--- config.mk ---
export PLATFORM = sky130hd
export DESIGN_NAME = tda_front
export DESIGN_NICKNAME = d
export VERILOG_FILES = /design/src/rtl/core/tda_pkg.sv /design/src/rtl/core/tda_front.sv
export SDC_FILE = /design/constraint.sdc
export NUM_CORES = 1
export LEC_CHECK = 0
export ABC_AREA = 1
export BUFFER_PORTS_ARGS = -buffer_cell sky130_fd_sc_hd__clkbuf_2
export CAP_MARGIN = 10
export CORE_MARGIN = 4
export CORE_UTILIZATION = 53
export CTS_CLUSTER_SIZE = 30
export DETAILED_ROUTE_END_ITERATION = 10
export PLACE_DENSITY_LB_ADDON = 0.1
export SLEW_MARGIN = 20
export SYNTH_ARGS = -nofsm -noshare
export SYNTH_HDL_FRONTEND = slang
export SYNTH_SLANG_ARGS = --single-unit
--- constraint.sdc ---
create_clock -name clk -period 5.6 [get_ports clk]
set_input_delay 0.56 -clock clk [delete_from_list [all_inputs] [get_ports clk]]
set_output_delay 0.56 -clock clk [all_outputs]
set_load 0.02 [all_outputs]
--- src/rtl/core/tda_pkg.sv ---
package tda_pkg;

  localparam int unsigned Day      = 86400;
  localparam int unsigned Hour     = 3600;
  localparam int unsigned Minute   = 60;
  localparam int          TimeW    = 17;
  localparam int          AmtW     = 20;
  localparam int          NumCells = AmtW;

  // Reciprocal constants for splitting a time of day into fields.
  localparam int          HourShift = 30;
  localparam int unsigned HourRecip = 298262;
  localparam int          MinShift  = 22;
  localparam int unsigned MinRecip  = 69906;

  localparam logic [2:0] OP_ADD_TIME = 3'd0;
  localparam logic [2:0] OP_ADD_SECS = 3'd1;
  localparam logic [2:0] OP_SUB_TIME = 3'd2;
  localparam logic [2:0] OP_SUB_SECS = 3'd3;
  localparam logic [2:0] OP_MUL      = 3'd4;
  localparam logic [2:0] OP_DIV      = 3'd5;
  localparam logic [2:0] OP_CMP      = 3'd6;

  typedef struct packed {
    logic [2:0]       op;
    logic [TimeW-1:0] ta;
    logic [TimeW-1:0] tb;
    logic [AmtW-1:0]  dvs;   // divisor, unchanged along the row
    logic [TimeW-1:0] mc;    // multiplicand of the modular product
    logic [AmtW-1:0]  mq;    // multiplier, consumed from the top bit
    logic [TimeW-1:0] acc;   // modular product so far
    logic [AmtW-1:0]  dnd;   // dividend, consumed from the top bit
    logic [AmtW-1:0]  rem;
    logic [AmtW-1:0]  quo;
  } tda_item_t;

endpackage

--- src/rtl/core/tda_front.sv ---
module tda_front import tda_pkg::*; (
  input  logic            clk,
  input  logic            rst,
  input  logic            en,
  input  logic            in_ok,
  input  logic [2:0]      op,
  input  logic [4:0]      a_hours,
  input  logic [5:0]      a_minutes,
  input  logic [5:0]      a_seconds,
  input  logic [4:0]      b_hours,
  input  logic [5:0]      b_minutes,
  input  logic [5:0]      b_seconds,
  input  logic [AmtW-1:0] amount,
  output logic            item_ok,
  output tda_item_t       item
);

  logic [TimeW:0]   raw_a, raw_b;
  logic [TimeW-1:0] ta, tb;
  tda_item_t        item_next;

  // Out-of-range fields stay below two days, so one subtraction reduces them.
  always_comb begin
    raw_a = 18'(a_hours) * 18'(Hour) + 18'(a_minutes) * 18'(Minute) + 18'(a_seconds);
    raw_b = 18'(b_hours) * 18'(Hour) + 18'(b_minutes) * 18'(Minute) + 18'(b_seconds);
    ta = (raw_a >= 18'(Day)) ? 17'(raw_a - 18'(Day)) : raw_a[TimeW-1:0];
    tb = (raw_b >= 18'(Day)) ? 17'(raw_b - 18'(Day)) : raw_b[TimeW-1:0];
    item_next.op  = op;
    item_next.ta  = ta;
    item_next.tb  = tb;
    item_next.dvs = amount;
    // Add and subtract of seconds reduce the amount as amount times one.
    item_next.mc  = (op == OP_MUL) ? ta : 17'd1;
    item_next.mq  = amount;
    item_next.acc = '0;
    item_next.dnd = AmtW'(ta);
    item_next.rem = '0;
    item_next.quo = '0;
  end

  always_ff @(posedge clk) begin
    if (rst) begin
      item_ok <= 1'b0;
    end else if (en) begin
      item_ok <= in_ok;
    end
    if (en) begin
      item <= item_next;
    end
  end

endmodule

* Yosys cells after proc, flatten, opt, wreduce, memory -nomap -nowiden
Index checks and enable logic that the tools add are counted.
Word-level totals: input bits 61, register bits 75
Operators by class: multipliers 4, multiplexer cells 2, equality and inequality tests 1, $add $sub $neg 6, $lt $le $gt $ge 2
Operators with widths (number):
- $add 17x12->18 | 2
- $add 18x6->18 | 2
- $ge 18x17->1 const B | 2
- $mux 17 | 2
- $sub 17x17->17 const B | 2
- $mul 5x8->13 const B | 2
- $mul 6x4->10 const B | 2
- $eq 3x3->1 const B | 1

* Logic depth before layout (Yosys ltp)
word-level depth 5, gate-level depth with buffers 29, depth with buffers taken out 29

* Least setup slack after synthesis
OpenSTA, ideal clock, no wires.
path type input port to flip-flop, start input a_minutes[1], end register item[158] in the netlist's numbering, data pin, library setup time 0.252 ns, cell stages on the path 24, data arrival time 4.551 ns, buffers on the path 0, path slack 0.796 ns, cell sequence fa_1 fa_1 ha_1 a21oi_1 nand2_1 a21oi_1 o21ai_0 a21o_1 a21oi_1 xnor2_1 ha_1 ha_1 a21oi_1 nor2_1 nor2_1 nand3_2 nand3_1 nand2_2 nor2_4 nand2_8 nand2_8 nand2_2 nand2_1 inv_1
RTL lines:
- from (decl) | line tda_front.sv:8 | input logic [5:0] a_minutes,
- to (signal assigned) | line tda_front.sv:48 | item <= item_next;
- to (decl) | line tda_front.sv:15 | output tda_item_t item

==> results.py <==
metrics = {
    "outcome": {
        "outcome": "complete, no violations",
    },
    "sta": {
        "setup_viol": 0,
        "min_period_over_period_pct": 90.7,
        "timing.final.hold_violations": 0,
        "totalNegativeSetupSlack_ps": 0,
        "final_period_minus_worst_setup_slack_ps": 5080,
        "max_slew_violation_count": 0,
        "max_slew_margin_pct": 35.3,
        "max_freq_mhz": 197,
        "fin_skew_ps": 0,
        "setup_repair_after_global_routing_missed_its_margin": "false",
        "tightestPinTransition_ps": 970,
    },
    "final_layout": {
        "fillers": 1271,
        "number_of_diodes_added_for_antenna_fixing": 0,
        "finish.utilization_pct": 60.7,
        "multi_input_area_mm2": 0.00426,
        "drive_above_1_share_pct": 25.5,
        "finish.net_count": 1183,
        "areaGrowthSynthToFinish_pct": 11.9,
        "final-seq-area_mm2": 0.00224,
    },
    "global_route": {
        "grt_pass1_wl_mm": 23.3,
        "gr-usage-all-layers_pct": 17.8,
        "grt_overflow_total": 0,
        "antenna_found_initial": 0,
        "grt_start_max_net_pins": 76,
        "vias_in_the_first_global_route": 4985,
    },
    "clock_network": {
        "clk-insertion-delay-late_ps": 340,
        "cts_hold_buf": 0,
        "tritoncts_num_sinks": 75,
        "clockBufferDepth": 2,
        "cts_root_buf": "clkbuf_16",
        "postCtsResizedCells": 0,
        "post-cts-setup-buffer-count": 0,
        "number_of_cts_inserted_buffers": 9,
        "cts-htree-levels": 3,
        "clkTransAtPathRegs_ps": 60,
        "tritoncts_clock_tree": "built",
    },
    "hold_path": {
        "min-delay-path-class": "primary input to flip-flop",
        "hp-start": "rst",
    },
    "floorplan": {
        "design.core.area_mm2": 0.0139,
        "floorplan.rows": 43,
        "die_y_um": 127,
        "design.die.area_mm2": 0.0162,
        "floorplan.initialDensity_pct": 54.2,
        "die_x_um": 127,
        "num_io_pins": 233,
    },
    "worst_setup_path": {
        "regToRegEndpoint": "item_ok",
        "worstSetupEndpointType": "flip-flop",
        "critical_path.max_stage_delay_ps": 570,
        "worst_path_most_repeated_cell": "a21oi_1",
        "crit_path_start": "a_minutes[1]",
        "cp_max_fo": 10,
        "critical-path-slowest-cell": "fa_1",
        "ff2ff_setup_slack_ps": 5010,
        "path_delay_family": "adder cells",
        "critical_path_arrival_ps": 5170,
        "worst_r2r_path_depth": 2,
        "cp_num_cells": 25,
        "path_buf_inv": 2,
        "worst_setup_path_start_kind": "primary input",
        "timing_worst_setup_path_type": "primary input to flip-flop",
        "critPathRequiredTime_ps": 5690,
        "timing.critical_path.to": "item[158]",
        "worstReg2RegStart": "item_ok",
    },
    "drt": {
        "detailedRoute.firstIterationViolations": 209,
        "drtPass1Iterations": 4,
        "drc": 0,
        "wirelength_mm": 14.1,
        "post_drt_wl_per_cell_um": 12.0,
        "vias": 5384,
        "routed_via_density": 4.58,
        "ant_nets": 0,
    },
    "synth": {
        "synth-compound-area-share_pct": 4.22,
        "yosys-mux-area-fraction_pct": 0.133,
        "netlist_area_pre_place_mm2": 0.00753,
        "dominant_combinational_cell_family_by_area_after_synthesis": "adder cells",
        "postSynthAreaPerCell_um2": 8.91,
        "ys_warn_count": 0,
        "seq_area_frac_synth_pct": 29.8,
        "synth_ff_type": "edfxtp_1",
        "synthAdderAreaFrac_pct": 24.9,
        "share_of_the_synthesized_netlist_area_taken_by_xor_and_xnor_gates_pct": 3.82,
        "post_synthesis_sequential_element_count": 75,
        "synth_cell_types": 38,
        "synth-async-reset-ratio_pct": 0,
        "yosys.area_share.simple_pct": 20.5,
        "postSynthCellCount": 845,
        "synth_enable_flop_cells": 74,
    },
    "power_and_ir_drop": {
        "power.static_leakage_nw": 4.62,
        "power.internal_mw": 2.24,
        "p_switching_mw": 2.22,
        "cellPowerDensity_mw_per_mm2": 530,
        "combinationalPowerShare_pct": 66.8,
        "sequentialPowerShare_pct": 20.0,
        "power_switching_share_pct": 49.7,
        "worst_ir_drop_vdd_mv": 0.202,
        "power_frac_clock_pct": 13.2,
    },
    "place": {
        "post_detail_place_hpwl_mm": 12.1,
        "placement.io_buffers": 172,
        "place.gp.congestion": 0.863,
    },
    "run": {
        "max-cap-violations": 0,
    },
}
## cells in the mapped netlist, types with 2 or more instances
cell type | number | area (um^2)
a21oi_2 | 12 | 105
nand4_1 | 9 | 56.3
nand2_1 | 161 | 604
nand3_2 | 6 | 60.1
nor2_1 | 38 | 143
o21ai_1 | 3 | 15.0
o21ai_0 | 7 | 35.0
nor3_1 | 3 | 15.0
nand2_8 | 2 | 40.0
a21oi_1 | 22 | 110
nand3b_1 | 8 | 60.1
nor2_2 | 5 | 31.3
nor2_4 | 3 | 33.8
nand2_4 | 3 | 33.8
inv_2 | 3 | 11.3
nand3b_2 | 2 | 22.5
edfxtp_1 | 74 | 2220
nand3_1 | 49 | 245
buf_4 | 98 | 736
inv_1 | 133 | 499
a21o_1 | 2 | 15.0
o21a_1 | 2 | 15.0
xnor2_1 | 15 | 131
fa_1 | 30 | 601
xor2_1 | 16 | 140
nand2_2 | 26 | 163
ha_1 | 102 | 1280
## cell families (layout without fill, tap and decap cells)
logic type	after synthesis	count (layout)
XOR/XNOR	32	32
buffers and inverters	235	326
adder cells (fa/ha/maj)	132	132
flip-flops	75	75
AO/OA/AOI/OAI	51	51
other	1	60
AND/OR/NAND/NOR	318	318
multiplexers	1	1
## cells in the final DEF, fill, tap and decap left out, drive strengths merged
master / synthesis / final
edfxtp: 74 / 74
xnor2: 15 / 15
bufinv: 0 / 1
nor3: 3 / 3
nor2: 47 / 47
ha: 102 / 102
mux2i: 1 / 1
a21oi: 34 / 34
clkbuf: 0 / 181
o211ai: 1 / 1
nand4: 9 / 9
nand3: 55 / 55
o21a: 2 / 2
nand2: 192 / 192
clkinv: 1 / 4
a21boi: 1 / 1
a21o: 2 / 2
o21ai: 10 / 10
conb: 1 / 60
o21bai: 1 / 1
dfxtp: 1 / 1
buf: 98 / 2
inv: 136 / 138
fa: 30 / 30
xor2: 17 / 17
nand3b: 10 / 10
or2: 2 / 2
## layer usage
metal / share of wire (%) / routed length (um) / track usage, % / up-vias
met5: 0 / 0 / 0 / -
met3: 7.5 / 1050 / 3.43 / 11
met2: 47 / 6620 / 30.3 / 182
li1: - / - / - / 2846
met4: 1.4 / 197 / 5.99 / 0
met1: 44 / 6210 / 22.7 / 2345
## stage by stage
step / setup slack, ps / power (mW) / cells / cell area, um^2 / hold WS, ps
2_1_floorplan: 796 / 3.36 / 904 / 7750 / 579
3_3_place_gp: 249 / 3.89 / 1159 / 8110 / 485
3_5_place_dp: 176 / 3.90 / 1159 / 8110 / 501
4_1_cts: 508 / 4.51 / 1175 / 8420 / 363
5_1_grt: 113 / 4.97 / 1175 / 8420 / 371
6_report: 522 / 4.46 / 1175 / 8420 / 377
## layout make-up
| type | instances | share of cell area [%] |
|---|---|---|
| Inverter | 137 | 6.11 |
| Clock buffer | 10 | 2.84 |
| Sequential cell | 75 | 26.6 |
| Clock inverter | 6 | 0.862 |
| Multi-Input combinational cell | 594 | 50.6 |
| Tap cell | 180 | 2.67 |
| Timing Repair Buffer | 173 | 10.3 |
## power by group through the flow
stage | Sequential (mW) | Clock [mW] | Combinational [mW]
after floorplan | 1.06 | 0 | 2.30
after global placement | 0.898 | 0 | 2.99
after detailed placement | 0.904 | 0 | 3.00
after CTS | 0.894 | 0.606 | 3.01
after global routing | 0.904 | 0.627 | 3.44
final | 0.891 | 0.591 | 2.98
## how the worst min path moves through the flow
stage | to | slack [ps] | depth (start not counted)
6_report | item_ok | 380 | 2
5_1_grt | item_ok | 370 | 2
4_1_cts | item_ok | 360 | 2
3_5_place_dp | item_ok | 500 | 2
3_3_place_gp | item_ok | 480 | 2
2_1_floorplan | item_ok | 580 | 2
## sequential cells by signal (all words and copies together) (netlist names)
name,flops
item,74
item_ok,1
Note: power is estimated with default switching activity, not from simulation.
