==> src/rtl/core/tda_pkg.sv <==
package tda_pkg;

  localparam int unsigned Day      = 86400;
  localparam int unsigned Hour     = 3600;
  localparam int unsigned Minute   = 60;
  localparam int          TimeW    = 17;
  localparam int          AmtW     = 20;
  localparam int          NumCells = AmtW;

  // Reciprocal constants for splitting a time of day into fields.
  localparam int          HourShift = 30;
  localparam int unsigned HourRecip = 298262;
  localparam int          MinShift  = 22;
  localparam int unsigned MinRecip  = 69906;

  localparam logic [2:0] OP_ADD_TIME = 3'd0;
  localparam logic [2:0] OP_ADD_SECS = 3'd1;
  localparam logic [2:0] OP_SUB_TIME = 3'd2;
  localparam logic [2:0] OP_SUB_SECS = 3'd3;
  localparam logic [2:0] OP_MUL      = 3'd4;
  localparam logic [2:0] OP_DIV      = 3'd5;
  localparam logic [2:0] OP_CMP      = 3'd6;

  typedef struct packed {
    logic [2:0]       op;
    logic [TimeW-1:0] ta;
    logic [TimeW-1:0] tb;
    logic [AmtW-1:0]  dvs;   // divisor, unchanged along the row
    logic [TimeW-1:0] mc;    // multiplicand of the modular product
    logic [AmtW-1:0]  mq;    // multiplier, consumed from the top bit
    logic [TimeW-1:0] acc;   // modular product so far
    logic [AmtW-1:0]  dnd;   // dividend, consumed from the top bit
    logic [AmtW-1:0]  rem;
    logic [AmtW-1:0]  quo;
  } tda_item_t;

endpackage

==> src/rtl/core/tda_cell.sv <==
module tda_cell import tda_pkg::*; (
  input  logic      clk,
  input  logic      rst,
  input  logic      en,
  input  logic      prev_ok,
  input  tda_item_t prev,
  output logic      item_ok,
  output tda_item_t item
);

  logic [TimeW+1:0] m2;
  logic [AmtW:0]    r;
  logic             ge;
  tda_item_t        item_next;

  // One multiplier bit of a modular product and one quotient bit of a division.
  always_comb begin
    item_next = prev;
    m2 = {1'b0, prev.acc, 1'b0} + (prev.mq[AmtW-1] ? 19'(prev.mc) : 19'd0);
    if (m2 >= 19'(2 * Day)) begin
      item_next.acc = 17'(m2 - 19'(2 * Day));
    end else if (m2 >= 19'(Day)) begin
      item_next.acc = 17'(m2 - 19'(Day));
    end else begin
      item_next.acc = m2[TimeW-1:0];
    end
    item_next.mq = {prev.mq[AmtW-2:0], 1'b0};
    r  = {prev.rem, prev.dnd[AmtW-1]};
    ge = r >= {1'b0, prev.dvs};
    item_next.rem = ge ? 20'(r - {1'b0, prev.dvs}) : r[AmtW-1:0];
    item_next.quo = {prev.quo[AmtW-2:0], ge};
    item_next.dnd = {prev.dnd[AmtW-2:0], 1'b0};
  end

  always_ff @(posedge clk) begin
    if (rst) begin
      item_ok <= 1'b0;
    end else if (en) begin
      item_ok <= prev_ok;
    end
    if (en) begin
      item <= item_next;
    end
  end

endmodule

==> config.mk <==
export PLATFORM = sky130hd
export DESIGN_NAME = tda_cell
export DESIGN_NICKNAME = d
export VERILOG_FILES = /design/src/rtl/core/tda_pkg.sv /design/src/rtl/core/tda_cell.sv
export SDC_FILE = /design/constraint.sdc
export NUM_CORES = 1
export LEC_CHECK = 0
export ABC_AREA = 0
export BUFFER_PORTS_ARGS = -buffer_cell sky130_fd_sc_hd__buf_4
export CORE_MARGIN = 2
export CORE_UTILIZATION = 48
export DETAILED_ROUTE_END_ITERATION = 12
export HOLD_SLACK_MARGIN = 0.06
export MAX_ROUTING_LAYER = met4
export PLACE_DENSITY_LB_ADDON = 0.1
export SLEW_MARGIN = 20
export SYNTH_ARGS = -nofsm -noshare
export SYNTH_HDL_FRONTEND = slang
export SYNTH_SLANG_ARGS = --single-unit
==> constraint.sdc <==
create_clock -name clk -period 5 [get_ports clk]
set_input_delay 0 -clock clk [delete_from_list [all_inputs] [get_ports clk]]
set_output_delay 0 -clock clk [all_outputs]
set_load 0.02 [all_outputs]
[Word-level counts from Yosys, hierarchy flattened]
Cells that the tools add are included.
Operators by class
  $add $sub $neg: 4
  magnitude comparators: 3
  multiplexer cells: 4
Operator list (number)
  $mux W17: 3
  $ge A21 B20 Y1: 1
  $mux W20: 1
  $sub A20 B20 Y20: 1
  $add A18 B17 Y19: 1
  $ge A19 B17 Y1 const B: 1
  $ge A19 B18 Y1 const B: 1
  $sub A17 B16 Y17 const B: 1
  $sub A17 B17 Y17 const B: 1
Storage, ports and cells
  flip-flop bits (word level): 170
  bits of input ports: 175
  output and inout port bits: 172
  word-level logic and storage cells: 22

[Depth between registers and ports, before layout]
Gate-level depths: netlist of run 1.
  word-level depth: 5
  gate-level depth with buffers: 17
  depth with buffers taken out: 16

[Worst setup path before layout of run 1]
OpenSTA, ideal clock, no wires.
  path kind: input to register
  start: in prev[96] (netlist name)
  end: reg item[76] (netlist name) (data pin)
  library setup time: 0.260 ns
  arrival time: 3.202 ns
  data required time: 4.740 ns
  setup slack: 1.538 ns
  stages: 13
  buffers on the path: 1
  cell sequence: clkbuf_1 and2_1 ha_1 a21o_1 a21o_1 a22o_1 a2111o_1 a21oi_4 mux2_4 or2b_2 and3_4 mux2_4 mux2_4
RTL lines
  start, declared: line tda_cell.sv:6  | input tda_item_t prev,
  end signal, assigned: line tda_cell.sv:42  | item <= item_next;
  end, declared: line tda_cell.sv:8  | output tda_item_t item

==> results of run 1 <==
[worst max-delay path by stage]
stage,start,end,slack (ns),cells after the start
after floorplan,prev[96],item[76],1.54,13
after global placement,prev[96],item[76],1.06,17
after detailed placement,prev[96],item[76],1.0,17
after CTS,prev[96],item[76],0.92,18
after global routing,prev[96],item[76],0.55,18
final,prev[96],item[76],0.85,18
[synth_stat cells, types with 7 or more instances]
master | instances | area, µm²
inv_1 | 36 | 135.1
mux2i_1 | 7 | 70.07
xor2_1 | 9 | 78.83
a21oi_1 | 32 | 160.2
nand3_1 | 7 | 35.03
nor2b_1 | 8 | 50.05
and2_1 | 19 | 118.9
mux2_2 | 19 | 214.0
xnor2_1 | 24 | 210.2
ha_1 | 39 | 488.0
nand2_1 | 28 | 105.1
a21o_1 | 16 | 120.1
nor3_1 | 7 | 35.03
nand2b_1 | 10 | 62.56
edfxtp_1 | 169 | 5075
a31oi_1 | 9 | 56.30
o21ai_0 | 13 | 65.06
nor2_1 | 25 | 93.84
[registers in the layout (all words and copies together) (netlist names)]
signal   flops
item       169
item_ok      1
[power breakdown]
group	total, W	internal, W	leakage (nW)	switching [W]
Clock	0.00132	0.000675	0.282	0.000649
Sequential	0.00180	0.00175	1.66	0.0000512
Combinational	0.00120	0.000564	3.75	0.000639
Total	0.00433	0.00299	5.69	0.00134
[layout make-up]
| cell class | count | area [µm²] | area share [%] |
|---|---|---|---|
| flip-flops and latches | 170 | 5095 | 39.02 |
| multi-input cells | 360 | 2756 | 21.11 |
| diodes | 6 | 15.01 | 0.1150 |
| clock inverters | 15 | 172.7 | 1.322 |
| clock buffers | 17 | 425.4 | 3.258 |
| inverters | 36 | 135.1 | 1.035 |
| well taps | 220 | 275.3 | 2.108 |
| repair buffers | 502 | 4183 | 32.03 |
[worst max-delay path, delay by kind of cell]
| kind | cells | cell delay [ns] |
|---|---|---|
| simple gates | 6 | 1.25 |
| fa+ha+maj | 3 | 0.88 |
| buf+inv | 4 | 0.85 |
| mux | 2 | 0.55 |
| xor+xnor | 1 | 0.50 |
| compound gates | 2 | 0.30 |
[per-stage QoR]
stage | hold slack [ns] | power, W | setup slack (ns) | area [µm²] | utilization (%)
3_3_place_gp | 0.1614 | 0.002862 | 1.064 | 10860 | 65.93
2_1_floorplan | 0.07238 | 0.002421 | 1.538 | 8039 | -
5_1_grt | 0.1311 | 0.004478 | 0.5545 | 13060 | 79.30
3_5_place_dp | 0.1701 | 0.002883 | 0.9980 | 10860 | 65.93
4_1_cts | 0.1111 | 0.004292 | 0.9151 | 13010 | 78.98
6_report | 0.1329 | 0.004327 | 0.8477 | 13060 | 79.30
[kinds of logic after synthesis]
kind of cell    after synthesis  synth area share [%]
compound gates              122                 10.81
xor+xnor                     34                 3.800
fa+ha+maj                    41                 6.571
buf+inv                      46                 2.336
flops                       170                 63.41
mux                          29                 4.095
other cells                   1               0.04667
simple gates                132                 8.938
[per-layer routing]
| metal | GRT usage (%) | routed length [µm] | up-vias |
|---|---|---|---|
| met5 | - | 0 | - |
| met4 | 14.48 | 1005 | 0 |
| met3 | 6.126 | 1766 | 60 |
| li1 | - | - | 3221 |
| met2 | 53.89 | 14370 | 387 |
| met1 | 32.51 | 9512 | 3343 |
==> impl_metrics.json, run 1 <==
{
  "ant_nets": 0,
  "crit_fanout": 17,
  "antenna_found_initial": 5,
  "min-delay-path-class": "primary input to register",
  "cp_slowest_cell": "dlygate4sd3_1",
  "dieArea_mm2": 0.01779,
  "cp_cell_sequence": "dlygate4sd3_1 > buf_4 > and2_1 > ha_1 > inv_1 > fa_1 > nand2b_1 > a21oi_1 > o21ai_1 > xnor2_1 > ha_1 > inv_1 > nor2_1 > nor4b_2 > nand4_1 > and3_4 > mux2_4 > mux2_4",
  "finalSetupViolCount": 0,
  "cts-buffers-inserted": 17,
  "clk_latency_ns": 0.42,
  "dieHeight_um": 133.4,
  "max_slew_margin_pct": 34.57,
  "clkTransAtPathRegs_ns": 0.07,
  "port-buffer-count": 343,
  "vias": 7011,
  "grt_pass1_vias": 7179,
  "postSynthCellCount": 575,
  "end_kind": "register",
  "clock.fmax_ghz": 0.2408,
  "htreeDepth": 4,
  "slowest_delay_ns": 0.53,
  "clock_skew_ns": 0,
  "drtIter0Drc": 565,
  "clock-root-buffer": "clkbuf_16",
  "final_common_cell": "buf_4",
  "drive_above_1_share_pct": 37.91,
  "synth_edf_count": 169,
  "hold_depth": 3,
  "synth_ff_type": "edfxtp_1",
  "required_ns": 5.18,
  "fin_setup_tns_ns": 0,
  "cts_resized": 0,
  "wirelength_mm": 26.65,
  "fin_crit_sh_pct": 83.05,
  "worst_slew_pin_slew_ns": 0.9791,
  "drc": 0,
  "nFillCells": 983,
  "critPathArrivalTime_ns": 4.33,
  "initial_utilization_pct": 48.80,
  "p_leak_nw": 5.693,
  "ys_seq_area_share_pct": 63.41,
  "crit_path_start_kind": "primary input",
  "power_density_mw_per_mm2": 331.4,
  "final_cells": 1326,
  "grt-ovfl-total": 0,
  "core_area_mm2": 0.01647,
  "timing.hold.worst_endpoint": "item[63]",
  "post-cts-setup-buffer-count": 0,
  "rr_worst_depth": 3,
  "ctsHoldBuffers": 155,
  "ys_warn_count": 0,
  "grt_start_max_net_pins": 117,
  "synth_area_per_cell_um2": 13.97,
  "cts_max_path_buffers": 2,
  "async_flop_share_pct": 0,
  "min_period_ns": 4.152,
  "mostFrequentLayoutCells": "buf_4, edfxtp_1, dlygate4sd3_1",
  "synthToLayoutAreaGrowth_pct": 62.50,
  "fp.dieW_um": 133.4,
  "cts_sinks": 170,
  "finalHoldViolations": 0,
  "dr.pass1.iters": 6,
  "wl_per_cell_um": 20.10,
  "grt_pass1_wl_mm": 39.60,
  "netlist_area_mm2": 0.008035,
  "cts_tree": "done",
  "slew_viol_final": 0,
  "place_inst": 1131,
  "crit_type": "primary input to register",
  "outcome": "complete, no violations",
  "track_usage_pct": 30.37,
  "r2r_slack_ns": 3.83,
  "synth_cell_types": 68,
  "ioPinCount": 347,
  "hpwlAfterDp_mm": 17.03,
  "rows": 47,
  "r2r_start": "item_ok",
  "ir_drop_mv": 0.2530,
  "cap_violations": 0,
  "place_congestion": 0.8658,
  "min_from": "prev[62]",
  "ys_seq_elements": 170,
  "rsz0062_at_grt": "false",
  "fin_nets": 1303,
  "viasPerCell": 5.287,
  "r2r-end": "item_ok"
}
Note: power is estimated with default switching activity, not from simulation.
==> run 2, diff against run 1 <==
- ABC_AREA: 0 -> 1
- CORE_UTILIZATION: 48 -> 49
- clock period: 5 -> 3.9 ns (I/O delays scaled with it)
==> impl_metrics.json, run 2 <==
{
  "outcome": "complete, no violations",
  "ys_seq_elements": 170,
  "async_flop_share_pct": 0,
  "cap_violations": 0,
  "vias": 8478,
  "htreeDepth": 4,
  "ant_nets": 0,
  "grt_pass1_wl_mm": 47.00,
  "dieArea_mm2": 0.01918,
  "clock_skew_ns": 0,
  "postLayoutCoreUtil_pct": 77.64,
  "required_ns": 4.09,
  "cts_sinks": 170,
  "track_usage_pct": 32.51,
  "cts_tree": "done",
  "cp.buffers_inverters": 5,
  "wirelength_mm": 30.40,
  "port-buffer-count": 343,
  "clk_latency_ns": 0.43,
  "crit_type": "primary input to register",
  "postSynthCellCount": 885,
  "final_common_cell": "buf_4",
  "finalHoldViolations": 0,
  "rows": 49,
  "ys_seq_area_share_pct": 57.49,
  "min_period_ns": 3.436,
  "cts_resized": 0,
  "synth_edf_count": 169,
  "wl_per_cell_um": 18.54,
  "dpl_cell_area_mm2": 0.01169,
  "power_density_mw_per_mm2": 408.1,
  "place_congestion": 0.9452,
  "hpwlAfterDp_mm": 20.35,
  "yosysTopAreaCell": "edfxtp_1",
  "cp_cell_sequence": "dlygate4sd3_1 > buf_4 > nand2_1 > inv_1 > ha_1 > inv_1 > fa_1 > inv_1 > nand2_1 > nand2_1 > nand3_1 > nand3_1 > nand2_1 > ha_1 > nor2_2 > nand2_2 > nand3_4 > nand3_2 > nand2_1 > nand2_1 > nand2_1 > nand2_1",
  "ioPinCount": 347,
  "viasPerCell": 5.170,
  "drc": 0,
  "cp_slowest_cell": "dlygate4sd3_1",
  "grt_pass1_vias": 8576,
  "largest_register_ffs": 169,
  "synth_cell_types": 44,
  "cts-buffers-inserted": 17,
  "clkTransAtPathRegs_ns": 0.08,
  "ys_warn_count": 0,
  "grt_start_max_net_pins": 95,
  "antenna_found_initial": 1,
  "synth_most_common_cell": "nand2_1",
  "crit_family": "simple AND/OR/NAND/NOR gates",
  "max_slew_margin_pct": 42.07,
  "top_register": "item",
  "crit_fanout": 17,
  "p_leak_nw": 6.560,
  "synthToLayoutAreaGrowth_pct": 56.30,
  "fin_nets": 1612,
  "netlist_area_mm2": 0.008862,
  "drtIter0Drc": 802,
  "min-delay-path-class": "primary input to register",
  "dr.pass1.iters": 5,
  "dieHeight_um": 138.5,
  "worst_slew_pin_slew_ns": 0.8690,
  "ys_top_cells_by_count": "nand2_1, edfxtp_1, inv_1, nand3_1, nor2_1",
  "clock-root-buffer": "clkbuf_16",
  "synth_area_per_cell_um2": 10.01,
  "end_kind": "register",
  "slew_viol_final": 0,
  "grt-ovfl-total": 0,
  "fin_setup_tns_ns": 0,
  "synth_top_area_share_pct": 57.26,
  "mostFrequentLayoutCells": "buf_4, nand2_1, edfxtp_1",
  "fp.dieW_um": 138.5,
  "ir_drop_mv": 0.3093,
  "cts_max_path_buffers": 2,
  "fin_area_mm2": 0.01385,
  "clock.fmax_ghz": 0.2910,
  "crit_path_start_kind": "primary input",
  "initial_utilization_pct": 49.67,
  "critPathArrivalTime_ns": 3.63,
  "finalSetupViolCount": 0,
  "rsz0062_at_grt": "false",
  "synth_ff_type": "edfxtp_1",
  "top_regs": "item: 169 flops, item_ok: 1 flops",
  "synth.area.top_cells": "edfxtp_1, nand2_1, ha_1",
  "critPathMostFrequentCell": "nand2_1",
  "fin_crit_sh_pct": 88.11,
  "drive_above_1_share_pct": 31.30,
  "core_area_mm2": 0.01784,
  "slowest_delay_ns": 0.54
}
run 2: layout make-up:
class | count | area [µm²]
diodes | 2 | 5.005
multi-input cells | 580 | 3234
well taps | 229 | 286.5
fillers | 1141 | 3989
repair buffers | 501 | 4153
clock buffers | 17 | 425.4
inverters | 126 | 473.0
flip-flops and latches | 170 | 5095
clock inverters | 15 | 180.2
run 2: report_power, final:
| part | total, W | switching [W] | internal (W) |
|---|---|---|---|
| clock | 0.00174 | 0.000821 | 0.000920 |
| combinational | 0.00162 | 0.000941 | 0.000675 |
| sequential | 0.00230 | 0.0000644 | 0.00223 |
run 2: repair_timing:
action | 4_1_cts | 5_1_grt
setup buffers | 0 | 0
hold buffers | 155 | 0
setup endpoints to repair | 0 | 0
hold endpoints to repair | 154 | 0
run 2: kinds of logic (layout without fill, tap and decap cells):
kind of cell / after synthesis / count (layout) / share of synthesized area, %
simple gates: 437 / 437 / 23.01
buf+inv: 136 / 659 / 6.057
compound gates: 76 / 76 / 5.055
mux: 1 / 1 / 0.1130
xor+xnor: 23 / 23 / 2.273
fa+ha+maj: 41 / 41 / 5.958
flops: 170 / 170 / 57.49
other cells: 1 / 4 / 0.04231
run 2: worst register-to-register path: cells and delay by family, from the launching register on:
kind | cells | cell delay (ns)
flops | 1 | 0.33
buf+inv | 1 | 0.54
simple gates | 1 | 0.05
mux | 1 | 0.13
run 2: final timing paths:
check                               from        to  slack [ns]  cells past startpoint
worst max-delay path            prev[96]  item[72]        0.46                     22
worst min-delay path                  en  item[13]        0.15                      1
worst max register to register   item_ok   item_ok        2.75                      3
worst min register to register   item_ok   item_ok        1.08                      3
run 2: stage by stage:
| step | hold WS (ns) | power (W) | worst slack, ns | cells |
|---|---|---|---|---|
| 2_1_floorplan | 0.07238 | 0.003156 | 1.124 | 886 |
| 6_report | 0.1528 | 0.005653 | 0.4637 | 1640 |
| 3_5_place_dp | 0.1605 | 0.003769 | 0.6124 | 1451 |
| 5_1_grt | 0.1813 | 0.005868 | 0.1043 | 1639 |
| 3_3_place_gp | 0.1585 | 0.003744 | 0.7094 | 1451 |
| 4_1_cts | 0.1191 | 0.005614 | 0.4980 | 1638 |
run 2: layer usage:
metal,track usage [%],vias to the layer above,share of wire (%)
met2,57.35,399,53
met3,6.269,78,7.0
li1,-,3988,-
met4,12.30,0,3.7
met1,36.67,4013,37
met5,-,-,0
==> run 3, diff against run 2 <==
- clock period: 3.9 -> 3.5 ns (I/O delays scaled with it)
==> impl_metrics.json, run 3 (synthesis results as in run 2) <==
{
  "drive_above_1_share_pct": 31.46,
  "grt_pass1_wl_mm": 46.00,
  "crit_path_start": "prev[96]",
  "wl_per_cell_um": 18.17,
  "min_period_ns": 3.150,
  "p_sw_w": 0.002053,
  "cts_tree": "done",
  "min_from": "en",
  "wirelength_mm": 29.77,
  "hpwlAfterDp_mm": 20.29,
  "post-cts-setup-buffer-count": 0,
  "power_density_mw_per_mm2": 451.3,
  "end_kind": "register",
  "r2r_slack_ns": 2.34,
  "place_congestion": 0.9305,
  "cts_max_path_buffers": 2,
  "crit_fanout": 17,
  "port-buffer-count": 343,
  "clock-root-buffer": "clkbuf_16",
  "cts-buffers-inserted": 17,
  "cts_sinks": 170,
  "clk_latency_ns": 0.43,
  "clock_skew_ns": 0,
  "mostFrequentLayoutCells": "buf_4, nand2_1, edfxtp_1",
  "grt_start_max_net_pins": 87,
  "synthToLayoutAreaGrowth_pct": 56.53,
  "min-delay-path-class": "primary input to register",
  "cap_violations": 0,
  "dieHeight_um": 138.5,
  "top_regs": "item: 169 flops, item_ok: 1 flops",
  "totalPowerFinal_w": 0.006261,
  "power_frac_seq_pct": 40.8,
  "critPathArrivalTime_ns": 3.34,
  "endpoint": "item[76]",
  "p_leak_nw": 6.564,
  "grt-ovfl-total": 0,
  "dr.pass1.iters": 5,
  "fin_setup_tns_ns": 0,
  "finalSetupViolCount": 0,
  "drtIter0Drc": 594,
  "fin_crit_sh_pct": 90.00,
  "hold_depth": 1,
  "crit_type": "primary input to register",
  "ant_nets": 0,
  "r2r-end": "item_ok",
  "ir_drop_mv": 0.3516,
  "required_ns": 3.69,
  "intPower_w": 0.004208,
  "clkTransAtPathRegs_ns": 0.07,
  "largest_register_ffs": 169,
  "r2r_start": "item_ok",
  "pwr-share-clk_pct": 30.5,
  "core_area_mm2": 0.01784,
  "switching_share_pct": 32.80,
  "dieArea_mm2": 0.01918,
  "final_common_cell": "buf_4",
  "track_usage_pct": 31.98,
  "fin_nets": 1611,
  "fin_area_mm2": 0.01387,
  "top_register": "item",
  "vias": 8316,
  "antenna_found_initial": 2,
  "htreeDepth": 4,
  "finalHoldViolations": 0,
  "rsz0062_at_grt": "false",
  "p_comb_share_pct": 28.7,
  "drc": 0,
  "crit_path_start_kind": "primary input",
  "clock.fmax_ghz": 0.3175,
  "rows": 49,
  "initial_utilization_pct": 49.67,
  "max_slew_margin_pct": 46.20,
  "grt_pass1_vias": 8447,
  "worst_slew_pin_slew_ns": 0.8071,
  "viasPerCell": 5.074,
  "rr_worst_depth": 3,
  "dpl_cell_area_mm2": 0.01170,
  "outcome": "complete, no violations",
  "slew_viol_final": 0,
  "fp.dieW_um": 138.5,
  "ioPinCount": 347
}
run 3: power by group through the flow:
stage,registers [W],clock network [W],logic [W]
after floorplan,0.00285,0,0.000667
after global placement,0.00258,0,0.00159
after detailed placement,0.00259,0,0.00161
after CTS,0.00254,0.00189,0.00177
after global routing,0.00257,0.00201,0.00194
final,0.00256,0.00191,0.00180
run 3: final cells by class:
type	count	area (µm²)
sequential	170	5095
timing repair buffer	500	4161
fill	1133	3969
multi-input combinational	580	3252
inverter	126	473.0
clock buffer	17	425.4
tap	229	286.5
clock inverter	15	173.9
antenna	2	5.005
run 3: per-layer routing:
metal,track usage (%),wire length (µm),up-vias
met1,35.73,11010,3885
li1,-,-,3989
met5,-,0,-
met4,12.89,1161,0
met3,6.685,2037,80
met2,56.04,15570,362
run 3: worst min path at each step:
| stage | endpoint | slack (ns) |
|---|---|---|
| floorplan | item_ok | 0.07 |
| global placement | item_ok | 0.16 |
| detailed placement | item_ok | 0.17 |
| CTS | item[62] | 0.11 |
| global route | item[157] | 0.15 |
| finish | item[157] | 0.10 |
run 3: critical path, stage by stage:
cell           delay (ns)
dlygate4sd3_1        0.54
buf_6                0.18
nand2_1              0.08
inv_1                0.05
ha_1                 0.20
inv_1                0.09
fa_1                 0.41
inv_2                0.10
nand2_1              0.05
nand2_1              0.12
nand3_4              0.09
nand3b_1             0.14
nand2_4              0.10
inv_2                0.07
ha_2                 0.23
inv_1                0.05
nor2_1               0.10
nand2_1              0.07
nor2_1               0.13
nand3_1              0.09
nand2_1              0.07
nand2_1              0.08
nand2_4              0.14
nor2_1               0.05
nand2_1              0.06
nand2_1              0.04
run 3: repair_timing:
action                                 4_1_cts  5_1_grt
setup endpoints to repair                    0       10
hold buffers                               155        0
endpoints found under the hold margin      154        0
resized for setup                            0        6
run 3: per-stage QoR:
stage / setup WS [ns] / utilization, % / hold WS (ns) / cells
detailed placement: 0.3482 / 65.55 / 0.1685 / 1450
finish: 0.3500 / 77.75 / 0.1031 / 1639
CTS: 0.2499 / 77.61 / 0.1087 / 1637
global placement: 0.3865 / 65.55 / 0.1584 / 1450
floorplan: 0.7239 / - / 0.07238 / 886
global route: 0.05451 / 77.75 / 0.1495 / 1639
