<file path="src/rtl/core/tda_pkg.sv">
package tda_pkg;

  localparam int unsigned Day      = 86400;
  localparam int unsigned Hour     = 3600;
  localparam int unsigned Minute   = 60;
  localparam int          TimeW    = 17;
  localparam int          AmtW     = 20;
  localparam int          NumCells = AmtW;

  // Reciprocal constants for splitting a time of day into fields.
  localparam int          HourShift = 30;
  localparam int unsigned HourRecip = 298262;
  localparam int          MinShift  = 22;
  localparam int unsigned MinRecip  = 69906;

  localparam logic [2:0] OP_ADD_TIME = 3'd0;
  localparam logic [2:0] OP_ADD_SECS = 3'd1;
  localparam logic [2:0] OP_SUB_TIME = 3'd2;
  localparam logic [2:0] OP_SUB_SECS = 3'd3;
  localparam logic [2:0] OP_MUL      = 3'd4;
  localparam logic [2:0] OP_DIV      = 3'd5;
  localparam logic [2:0] OP_CMP      = 3'd6;

  typedef struct packed {
    logic [2:0]       op;
    logic [TimeW-1:0] ta;
    logic [TimeW-1:0] tb;
    logic [AmtW-1:0]  dvs;   // divisor, unchanged along the row
    logic [TimeW-1:0] mc;    // multiplicand of the modular product
    logic [AmtW-1:0]  mq;    // multiplier, consumed from the top bit
    logic [TimeW-1:0] acc;   // modular product so far
    logic [AmtW-1:0]  dnd;   // dividend, consumed from the top bit
    logic [AmtW-1:0]  rem;
    logic [AmtW-1:0]  quo;
  } tda_item_t;

endpackage

</file>
<file path="src/rtl/core/tda_back.sv">
module tda_back import tda_pkg::*; (
  input  logic       clk,
  input  logic       rst,
  input  logic       en,
  input  logic       prev_ok,
  input  tda_item_t  prev,
  output logic       valid,
  output logic [4:0] res_hours,
  output logic [5:0] res_minutes,
  output logic [5:0] res_seconds,
  output logic       is_less,
  output logic       is_equal,
  output logic       is_greater,
  output logic       div_error
);

  // Stage 1: result seconds and flags. Stage 2: hours. Stage 3: remainder.
  // Stage 4: minutes and seconds.
  logic [TimeW:0]   sum;
  logic [TimeW-1:0] res_next, res1, res2;
  logic [3:0]       flags_next, flags1, flags2, flags3;
  logic [4:0]       hr2, hr3;
  logic [11:0]      r3;
  logic [33:0]      mprod;
  logic [5:0]       mn;
  logic [3:0]       ok;

  always_comb begin
    res_next   = '0;
    flags_next = '0;
    sum        = '0;
    case (prev.op)
      OP_ADD_TIME: sum = 18'(prev.ta) + 18'(prev.tb);
      OP_ADD_SECS: sum = 18'(prev.ta) + 18'(prev.acc);
      OP_SUB_TIME: sum = 18'(prev.ta) + 18'(Day) - 18'(prev.tb);
      OP_SUB_SECS: sum = 18'(prev.ta) + 18'(Day) - 18'(prev.acc);
      OP_MUL:      sum = 18'(prev.acc);
      OP_DIV: begin
        if (prev.dvs == '0) begin
          flags_next[0] = 1'b1;
        end else begin
          sum = 18'(prev.quo[TimeW-1:0]);
        end
      end
      OP_CMP: begin
        flags_next[3] = prev.ta < prev.tb;
        flags_next[2] = prev.ta == prev.tb;
        flags_next[1] = prev.ta > prev.tb;
      end
      default: sum = '0;
    endcase
    res_next = (sum >= 18'(Day)) ? 17'(sum - 18'(Day)) : sum[TimeW-1:0];
    mprod = 34'(r3) * 34'(MinRecip);
    mn    = 6'(mprod >> MinShift);
  end

  always_ff @(posedge clk) begin
    if (rst) begin
      ok <= '0;
    end else if (en) begin
      ok <= {ok[2:0], prev_ok};
    end
    if (en) begin
      res1   <= res_next;
      flags1 <= flags_next;
      res2   <= res1;
      flags2 <= flags1;
      hr2    <= 5'(48'(res1) * 48'(HourRecip) >> HourShift);
      hr3    <= hr2;
      flags3 <= flags2;
      r3     <= 12'(res2 - 17'(hr2) * 17'(Hour));
      res_hours   <= hr3;
      res_minutes <= mn;
      res_seconds <= 6'(r3 - 12'(mn) * 12'(Minute));
      {is_less, is_equal, is_greater, div_error} <= flags3;
    end
  end

  assign valid = ok[3];

endmodule

</file>
<file path="config.mk">
export PLATFORM = sky130hd
export DESIGN_NAME = tda_back
export DESIGN_NICKNAME = d
export VERILOG_FILES = /design/src/rtl/core/tda_pkg.sv /design/src/rtl/core/tda_back.sv
export SDC_FILE = /design/constraint.sdc
export NUM_CORES = 1
export LEC_CHECK = 0
export ABC_AREA = 1
export BUFFER_PORTS_ARGS = -buffer_cell sky130_fd_sc_hd__buf_2
export CAP_MARGIN = 10
export CELL_PAD_IN_SITES_DETAIL_PLACEMENT = 1
export CELL_PAD_IN_SITES_GLOBAL_PLACEMENT = 2
export CORE_MARGIN = 2
export CORE_UTILIZATION = 35
export CTS_CLUSTER_SIZE = 20
export DETAILED_ROUTE_END_ITERATION = 10
export GPL_TIMING_DRIVEN = 0
export PLACE_DENSITY_LB_ADDON = 0.3
export SYNTH_ARGS = -nofsm -noshare
export SYNTH_HDL_FRONTEND = slang
export SYNTH_SLANG_ARGS = --single-unit
</file>
<file path="constraint.sdc">
create_clock -name clk -period 7.1 [get_ports clk]
set_input_delay 0.71 -clock clk [delete_from_list [all_inputs] [get_ports clk]]
set_output_delay 0.71 -clock clk [all_outputs]
set_load 0.02 [all_outputs]
</file>
Word-level counts from Yosys, hierarchy flattened

Cells that the tools add are included.

Input bits: 175
Flip-flop bits (word level): 88
Output and inout bits: 22

$add $sub $neg: 8
Reductions and logical operators: 2
Multipliers: 4
Magnitude comparators: 3
Eq/ne operators: 7
Multiplexer cells: 4

Operators with widths:

| operator                 | count |
|---|---|
| $pmux W18 S6             | 1 |
| $add A17 B17 Y18         | 2 |
| $sub A18 B17 Y18         | 2 |
| $mul A17 B18 Y34 const B | 1 |
| $mux W17                 | 2 |
| $mul A12 B16 Y27 const B | 1 |
| $logic_not A20 Y1        | 1 |
| $add A17 B17 Y18 const B | 1 |
| $ge A18 B17 Y1 const B   | 1 |
| $eq A17 B17 Y1           | 1 |
| $gt A17 B17 Y1           | 1 |
| $lt A17 B17 Y1           | 1 |
| $sub A17 B17 Y17 const B | 1 |
| $sub A12 B12 Y12         | 1 |
| $eq A3 B3 Y1 const B     | 3 |
| $mul A5 B8 Y8 const B    | 1 |
| $eq A3 B2 Y1 const B     | 2 |
| $mul A6 B4 Y4 const B    | 1 |
| $sub A6 B6 Y6            | 1 |
| $eq A3 B1 Y1 const B     | 1 |
| $logic_not A3 Y1         | 1 |
| $mux W1                  | 1 |

Depth between registers and ports, before layout

Gate-level depths: netlist of the first run.

Word-level depth: 5
Mapped depth: 28
Gate-level depth less buffers: 27

Worst setup path before layout of the first run

OpenSTA, ideal clock, no wires.

Kind: register -> register
Start point: reg res1[9]
End point: reg hr2[3], data pin
Library setup time: 0.258 ns
Data arrival time: 4.677 ns
Stages on the path, launching flop included: 23
Setup slack: 2.165 ns
Path buffers: 0
Period minus slack after synthesis: 4.935 ns
Required time: 6.842 ns
Path through: edfxtp_1 inv_1 ha_1 inv_1 ha_1 fa_1 inv_1 fa_1 inv_1 fa_1 inv_1 fa_1 inv_1 ha_1 nand2_1 nor2_1 nor2_1 a21boi_0 o21ai_0 a21oi_1 a211oi_1 nand2_1 xor2_1

Longest elaborated chain between the ends: 1

RTL lines:

| item                     | line           | RTL |
|---|---|---|
| start: declaration       | tda_back.sv:20 | `logic [TimeW-1:0] res_next, res1, res2;` |
| start signal: assignment | tda_back.sv:64 | `res1 <= res_next;` |
| $mul A17 B18 Y34         | tda_back.sv:68 | `hr2 <= 5'(48'(res1) * 48'(HourRecip) >> HourShift);` |
| end signal: assignment   | tda_back.sv:68 |  |
| end: declaration         | tda_back.sv:22 | `logic [4:0] hr2, hr3;` |

No other way between the ends.
A chain may end at the register's enable or synchronous reset.

Worst setup path in the final report of the first run

Start point: reg res1[9]
End point: reg hr2[4], data pin

Same word-level chain as after synthesis.

==> results.yml, run 1 <==
status:
  status: "finished, final reports clean"
yosys:
  yosysWarnings: 0
  synth_top_area_cell: "ha_1"
  synth_cell_type_count: 53
  syn_inst: 1663
  ys_seq_area_frac: 0.195
  syn_nets: 2194
  syn_area_per_cell_um2: 8.03
  syn-cell-area_um2: 13300
  synth_top_area_share: 0.253
  synthFlopType: "edfxtp_1"
  synthArstFlopShare: 0
  ys_seq_elements: 88
  synth.area.top_cells: "ha_1 25%, edfxtp_1 19%, fa_1 13%"
  synth_edf_count: 84
die:
  fp.dieH_um: 199
  die_w_um: 199
  io_pins: 197
  start_util: 0.355
  fp-row-count: 71
  die_area_um2: 39700
  core-area_um2: 37600
sta:
  max_freq_ghz: 0.169
  setup_viol: 0
  skew_ns: 0.0127
  tns_ns: 0
  tightest_slew_ns: 0.764
  setup_ws_ns: 1.18
  finalMaxSlewViolations: 0
  hold-worst-slack_ns: 0.411
  layout_min_cycle_time_ns: 5.92
  rsz0062_at_grt: "false"
  hold_viol_final: 0
  slew_headroom: 0.484
  fin_crit_sh: 0.834
hold_path:
  hp-class: "register to register"
final_layout:
  final_cells: 2307
  n_antenna_cell: 0
  drive_gt1_frac: 0.112
  area_growth_pct: 11.6
  num-nets-final: 2322
setup_path:
  cp.required_ns: 7.25
  critPathBufInv: 6
  crit_path_end_kind: "register"
  cp_slowest_cell: "edfxtp_1"
  crit_type: "register to register"
  reg2reg_slack_ns: 1.18
  crit_chain: "inv_1 > ha_1 > inv_1 > ha_1 > fa_1 > inv_1 > fa_1 > inv_1 > fa_1 > inv_1 > fa_1 > inv_1 > ha_1 > nand2_1 > nor2_1 > nor2_1 > a21boi_0 > o21ai_0 > a21oi_1 > a211oi_1 > nand2_1 > nand2_1 > xor2_1"
  crit_top_cell: "inv_1"
  cp_top_family: "adder cells"
  crit_path_max_incr_delay_ns: 0.69
  worstSetupStartpointType: "register"
  worstPathMaxFanout: 8
  crit_arrival_ns: 6.07
global_routing:
  grt_max_degree: 76
  grt_antenna_before_repair: 1
  grt_pass1_vias: 12100
  grtUsageTotal: 0.204
  grt_pass1_wl_mm: 63.0
  grt-ovfl-total: 0
detailed_routing:
  wl_per_cell_um: 16.4
  drtPass1Iterations: 5
  routed_via_density: 4.83
  drt-initial-drc-count: 457
  vias: 11100
  drc: 0
  routed_wl_mm: 37.9
  ant_nets: 0
place:
  dp_hpwl_mm: 33.6
  pre_cts_slack_ns: 1.12
  port_buffers: 116
  gp_congestion: 0.866
  dp.cells: 2291
clock_tree:
  clkTransAtPathRegs_ns: 0.07
  cts-root-buf: "clkbuf_16"
  clock_sinks: 88
  cts_resized: 0
  cts_tree: "yes"
  cts_hold_buf: 0
  cts-buffers-inserted: 9
  h-tree-depth: 3
  post_cts_buffers: 0
  clk-insertion-delay-late_ns: 0.35
  cts_max_path_buffers: 2
flow_run:
  max_cap_violations: 0
cells in the mapped netlist (all sizes together), types with 2 or more instances:
cell / n
o21bai: 2
o211ai: 4
a21oi: 87
a22oi: 3
nand3b: 12
a221oi: 2
ha: 270
fa: 86
o2111ai: 4
edfxtp: 84
nor2: 104
a211oi: 2
or2: 7
o22ai: 2
dfxtp: 4
nand3: 80
xnor2: 16
nand4: 14
xor2: 29
nor3: 15
a31oi: 5
nor4: 6
clkbuf: 7
inv: 363
and2: 5
o21ai: 64
a21o: 2
nand2: 370
buf: 5
cells in the final DEF (no fill, tap or decap), types with 10 or more instances in the layout:
| cell | instances |
|---|---|
| a21oi_1 | 82 |
| buf_2 | 118 |
| edfxtp_1 | 84 |
| fa_1 | 86 |
| ha_1 | 270 |
| inv_1 | 349 |
| inv_2 | 14 |
| nand2_1 | 357 |
| nand2_2 | 10 |
| nand3_1 | 72 |
| nand3b_1 | 12 |
| nand4_1 | 14 |
| nor2_1 | 93 |
| nor3_1 | 15 |
| o21ai_0 | 57 |
| xnor2_1 | 16 |
| xor2_1 | 29 |
per-stage QoR:
step,instance area [µm²],util
after floorplan,13300,-
after global placement,14600,0.388
after detailed placement,14600,0.388
after CTS,14900,0.396
after global routing,14900,0.396
final,14900,0.396
cells by family (layout without fill, tap and decap cells):
family / count (synthesis) / after routing / synth area share
and+or+nand+nor: 613 / 613 / 0.205
buffers and inverters: 376 / 509 / 0.107
adders and majority gates: 356 / 356 / 0.382
AOI/OAI and AO/OA: 185 / 185 / 0.0811
DFF: 88 / 88 / 0.195
xor gates and xnor gates: 45 / 45 / 0.0295
per-layer routing:
metal,track usage,up-vias,part of all wire
met4,0.0252,2,0.0088
met3,0.0147,25,0.020
met2,0.385,126,0.51
li1,-,5635,-
met1,0.259,5349,0.46
met5,0,-,0.00042
sequential cells by signal (all words and copies together), names as in the netlist, 5 cells and up:
| name | flops |
|---|---|
| hr3 | 5 |
| res_hours | 5 |
| res_minutes | 6 |
| res_seconds | 6 |
| res2 | 12 |
| res1 | 17 |
| hr2 | 5 |
| r3 | 12 |
worst register-to-register path: stages (launching register included):
cell and delay [ns]:
edfxtp_1 0.69, inv_1 0.10, ha_1 0.29, inv_1 0.04
ha_1 0.35, fa_1 0.52, inv_1 0.06, fa_1 0.55
inv_1 0.06, fa_1 0.53, inv_1 0.06, fa_1 0.53
inv_1 0.04, ha_1 0.27, nand2_1 0.08, nor2_1 0.05
nor2_1 0.28, a21boi_0 0.16, o21ai_0 0.25, a21oi_1 0.14
a211oi_1 0.20, nand2_1 0.15, nand2_1 0.11, xor2_1 0.23
cell type report:
| cell class | count | area, µm² |
|---|---|---|
| Fill cell | 4652 | 22700 |
| Multi-Input combinational cell | 1199 | 9310 |
| Sequential cell | 88 | 2600 |
| Inverter | 364 | 1370 |
| Tap cell | 511 | 639 |
| Timing Repair Buffer | 117 | 611 |
| Clock buffer | 9 | 225 |
| Clock inverter | 7 | 71.3 |
| Buffer | 12 | 67.6 |
path summary, 6_finish.rpt:
check / start / end / cells past startpoint
max: res1[9] / hr2[4] / 23
min: res2[1] / r3[1] / 0
max reg2reg: res1[9] / hr2[4] / 23
min reg2reg: res2[1] / r3[1] / 0
Power of run 1 is not shown: default switching activity piles up to over one toggle a cycle in this logic, so the estimate is an artifact.
==> inputs of run 2 (changes only) <==
Settings changed: CORE_UTILIZATION 35 to 32.
Clock period 7.1 ns to 4.98 ns, I/O delays scaled along.
==> results.yml, run 2 (same netlist as run 1, synthesis figures left out) <==
clock_tree:
  cts_hold_buf: 0
  h-tree-depth: 3
  cts-buffers-inserted: 9
  clock_sinks: 88
  cts-root-buf: "clkbuf_16"
  clkTransAtPathRegs_ns: 0.07
  cts_tree: "yes"
  clk-insertion-delay-late_ns: 0.35
  cts_max_path_buffers: 2
die:
  io_pins: 197
  fp.dieH_um: 208
  start_util: 0.325
  fp-row-count: 74
  core-area_um2: 41000
  die_area_um2: 43400
  die_w_um: 208
setup_path:
  worstSetupStartpointType: "register"
  crit_top_cell: "fa_1"
  worstPathMaxFanout: 3
  critPathBufInv: 2
  cp_top_family: "adder cells"
  crit_path_max_incr_delay_ns: 0.55
  crit_type: "register to register"
  cp_slowest_cell: "fa_1"
  cp.required_ns: 5.16
  crit_chain: "ha_2 > fa_2 > inv_2 > fa_2 > fa_1 > fa_1 > inv_1 > fa_1 > ha_4 > a21oi_4 > nor2_4 > nor2_4 > a21boi_2 > o21ai_2 > a21oi_2 > a211oi_2 > nand2_2 > nand2_4 > xor2_4"
  crit_path_end_kind: "register"
  crit_arrival_ns: 5.20
place:
  port_buffers: 116
  pre_cts_slack_ns: -1.17
  gp_congestion: 0.853
  dp.cells: 2312
  dp_hpwl_mm: 34.6
  placed_area_um2: 14600
final_layout:
  largest_register: "res1"
  num-nets-final: 2381
  final_area_um2: 16100
  final_cell_mix: "344 x nand2_1, 333 x inv_1, 232 x ha_1, 118 x buf_2, 88 x nor2_1"
  drive_gt1_frac: 0.201
  final_common_cell: "nand2_1"
  reg_top3: "res1 (17), r3 (12), res2 (12)"
  largest_reg_flops: 17
  n_antenna_cell: 0
  area_growth_pct: 20.7
  final_cells: 2387
sta:
  rsz0062_at_grt: "true"
  hold_viol_final: 0
  slew_headroom: 0.540
  fin_crit_sh: 1.01
  finalMaxSlewViolations: 0
  max_freq_ghz: 0.199
  tightest_slew_ns: 0.690
  layout_min_cycle_time_ns: 5.02
  setup_ws_ns: -0.0448
  setup_viol: 2
  skew_ns: 0.0118
detailed_routing:
  wl_per_cell_um: 17.5
  drc: 0
  routed_via_density: 4.80
  drt-initial-drc-count: 364
  drtPass1Iterations: 4
  vias: 11400
  ant_nets: 0
  routed_wl_mm: 41.7
global_routing:
  grt_max_degree: 75
  grtUsageTotal: 0.196
  grt_pass1_vias: 12700
  grt_pass1_wl_mm: 67.0
  grt-ovfl-total: 0
  grt_antenna_before_repair: 1
status:
  status: "complete, but fails checks"
  failed_checks: "setup timing"
hold_path:
  hp-class: "input pin to register"
flow_run:
  max_cap_violations: 0
[run 2: cell count changes in the layout (fill, tap and decap cells not counted), moves of 10 or more]
cell and change:
fa_2 +10, nand2_2 +11, fa_1 -10, buf_4 +53, nand2_1 -13, inv_1 -16
ha_1 -38, ha_4 +33, inv_2 +16
[run 2: worst paths after layout]
check | startpoint | end | slack (ns) | cells after the start
worst max-delay path | res1[16] | hr2[4] | -0.04 | 19
worst min-delay path | rst | ok[2] | 0.36 | 2
worst min register to register | flags2[1] | flags3[1] | 0.42 | 0
worst max register to register | res1[16] | hr2[4] | -0.04 | 19
[run 2: layout make-up]
| type | count | area (µm²) |
|---|---|---|
| clock buffers | 9 | 225 |
| multi-input cells | 1199 | 10000 |
| flip-flops and latches | 88 | 2600 |
| inverters | 364 | 1370 |
| repair buffers | 176 | 1080 |
| well taps | 532 | 666 |
| clock inverters | 7 | 72.6 |
| fillers | 4931 | 24900 |
| plain buffers | 12 | 68.8 |
[run 2: per-layer routing]
layer  up-vias  wire length [µm]  global-route usage
met5         -                13                   0
met4         2               640              0.0412
met3        36               823              0.0174
met2       133             21400               0.365
met1      5538             18900               0.245
li1       5740                 -                   -
[run 2: metrics by stage]
step | TNS, ns | util | hold WS (ns)
after floorplan | 0 | - | 0.400
after global placement | -7.67 | 0.356 | 0.401
after detailed placement | -8.70 | 0.357 | 0.406
after CTS | -0.313 | 0.382 | 0.341
after global routing | -0.662 | 0.393 | 0.349
final | -0.0660 | 0.393 | 0.357
[run 2: timing repair]
| action | 4_1_cts | 5_1_grt |
|---|---|---|
| setup buffers | 41 | 20 |
| resized for setup | 84 | 56 |
| pin swaps | 44 | 50 |
| setup endpoints to repair | 16 | 16 |
Power of run 2 is left out for the same reason.
==> inputs of run 3 (changes only) <==
Settings changed: PLACE_DENSITY set to 0.82, PLACE_DENSITY_LB_ADDON 0.3 to not set, SLEW_MARGIN set to 20.
==> results.yml, run 3 (same netlist as run 1, synthesis figures left out) <==
clock_tree:
  cts_max_path_buffers: 2
  cts_tree: "yes"
  clkTransAtPathRegs_ns: 0.07
  clock_sinks: 88
  h-tree-depth: 3
  cts-buffers-inserted: 9
  cts-root-buf: "clkbuf_16"
  clk-insertion-delay-late_ns: 0.36
detailed_routing:
  drc: 2
  top_layer: "met4"
  drtPass1Iterations: 8
  vias: 11600
  routed_wl_mm: 42.8
  drt-initial-drc-count: 435
  dr_wl_met2_mm: 22.4
  routed_via_density: 4.88
  met1_length_mm: 18.1
  ant_nets: 0
  wl_met3_mm: 1.04
  wl_per_cell_um: 18.0
status:
  status: "complete, but fails checks"
  failed_checks: "DRC, setup timing"
final_layout:
  largest_reg_flops: 17
  area_growth_pct: 21.2
  drive_gt1_frac: 0.202
  num-nets-final: 2379
  largest_register: "res1"
  reg_top3: "res1 (17), r3 (12), res2 (12)"
  final_common_cell: "nand2_1"
  final_cells: 2385
  n_antenna_cell: 0
  final_util: 0.394
  final_cell_mix: "346 x nand2_1, 331 x inv_1, 232 x ha_1, 118 x buf_2, 88 x nor2_1"
setup_path:
  crit_arrival_ns: 5.15
  crit_path_end_kind: "register"
  cp-endpoint: "hr2[4]"
  crit_start: "res1[3]"
  r2r-start: "res1[3]"
  worstSetupStartpointType: "register"
  worstPathMaxFanout: 3
  timing.rr.end: "hr2[4]"
  crit_type: "register to register"
  cp.required_ns: 5.08
  reg2reg_slack_ns: -0.06
  reg2regPathDepth: 22
sta:
  tightest_slew_ns: 0.842
  max_freq_ghz: 0.198
  layout_min_cycle_time_ns: 5.04
  hold_viol_final: 0
  setup_ws_ns: -0.0621
  slew_headroom: 0.434
  rsz0062_at_grt: "true"
  finalMaxSlewViolations: 0
  skew_ns: 0.00976
  fin_crit_sh: 1.01
  setup_viol: 4
place:
  dp_hpwl_mm: 34.3
  dp.cells: 2312
  gp_congestion: 0.860
  port_buffers: 116
  pre_cts_slack_ns: -0.813
global_routing:
  grt_pass1_wl_mm: 67.2
  grt_pass1_vias: 12900
  grt_antenna_before_repair: 0
  grt-ovfl-total: 0
  grt_max_degree: 49
  grtUsageTotal: 0.197
hold_path:
  hp-class: "input pin to register"
die:
  die_area_um2: 43400
  io_pins: 197
  die_w_um: 208
  fp.dieH_um: 208
  start_util: 0.325
  fp-row-count: 74
  core-area_um2: 41000
flow_run:
  max_cap_violations: 0
## run 3: worst min-delay path by stage
stage              start         to  slack [ns]  cells after the start
5_1_grt              rst      ok[0]        0.33                      2
4_1_cts              rst      ok[1]        0.33                      2
2_1_floorplan  flags3[0]  div_error        0.40                      0
3_5_place_dp     res2[0]      r3[0]        0.41                      0
6_report             rst      ok[1]        0.34                      2
3_3_place_gp     res2[3]      r3[3]        0.40                      0
## run 3: worst max-delay path, cell delays in order, from the launching register on
cell       delay (ns)
edfxtp_1         0.54
buf_6            0.19
ha_4             0.26
ha_4             0.12
inv_2            0.04
fa_1             0.53
inv_2            0.05
fa_1             0.53
inv_2            0.05
fa_1             0.49
fa_1             0.51
inv_2            0.05
ha_4             0.28
nand2_4          0.07
nor4_4           0.31
o21ai_2          0.11
o2111ai_2        0.12
nand3_2          0.14
nand2_2          0.09
nand2_2          0.05
nand2_2          0.08
nand2_2          0.05
xor2_1           0.13
## run 3: cell type report
class | count | area, µm²
tap | 532 | 666
fill | 5006 | 24800
clock buffer | 9 | 225
sequential | 88 | 2600
multi-input combinational | 1199 | 10100
inverter | 364 | 1370
buffer | 12 | 68.8
timing repair buffer | 174 | 1060
clock inverter | 7 | 103
## run 3: routing by layer
layer	global-route usage	vias to the layer above
met5	0	-
met4	0.0578	0
met3	0.0211	70
met2	0.378	179
met1	0.229	5645
li1	-	5733
## run 3: repair_timing
| item | CTS | global route |
|---|---|---|
| setup endpoints to repair | 7 | 16 |
| endpoints found under the hold margin | 0 | 0 |
| buffers inserted | 40 | 17 |
| pin swaps | 58 | 49 |
| resized for setup | 91 | 64 |
| hold buffers | 0 | 0 |
## run 3: per-stage QoR
stage          hold WS [ns]  setup TNS, ns  cell area (µm²)
2_1_floorplan         0.400              0            13300
3_3_place_gp          0.400          -5.37            14600
3_5_place_dp          0.406          -6.38            14600
4_1_cts               0.327         -0.102            15800
5_1_grt               0.334          -1.01            16200
6_report              0.337         -0.118            16200
Power of run 3 is left out for the same reason.
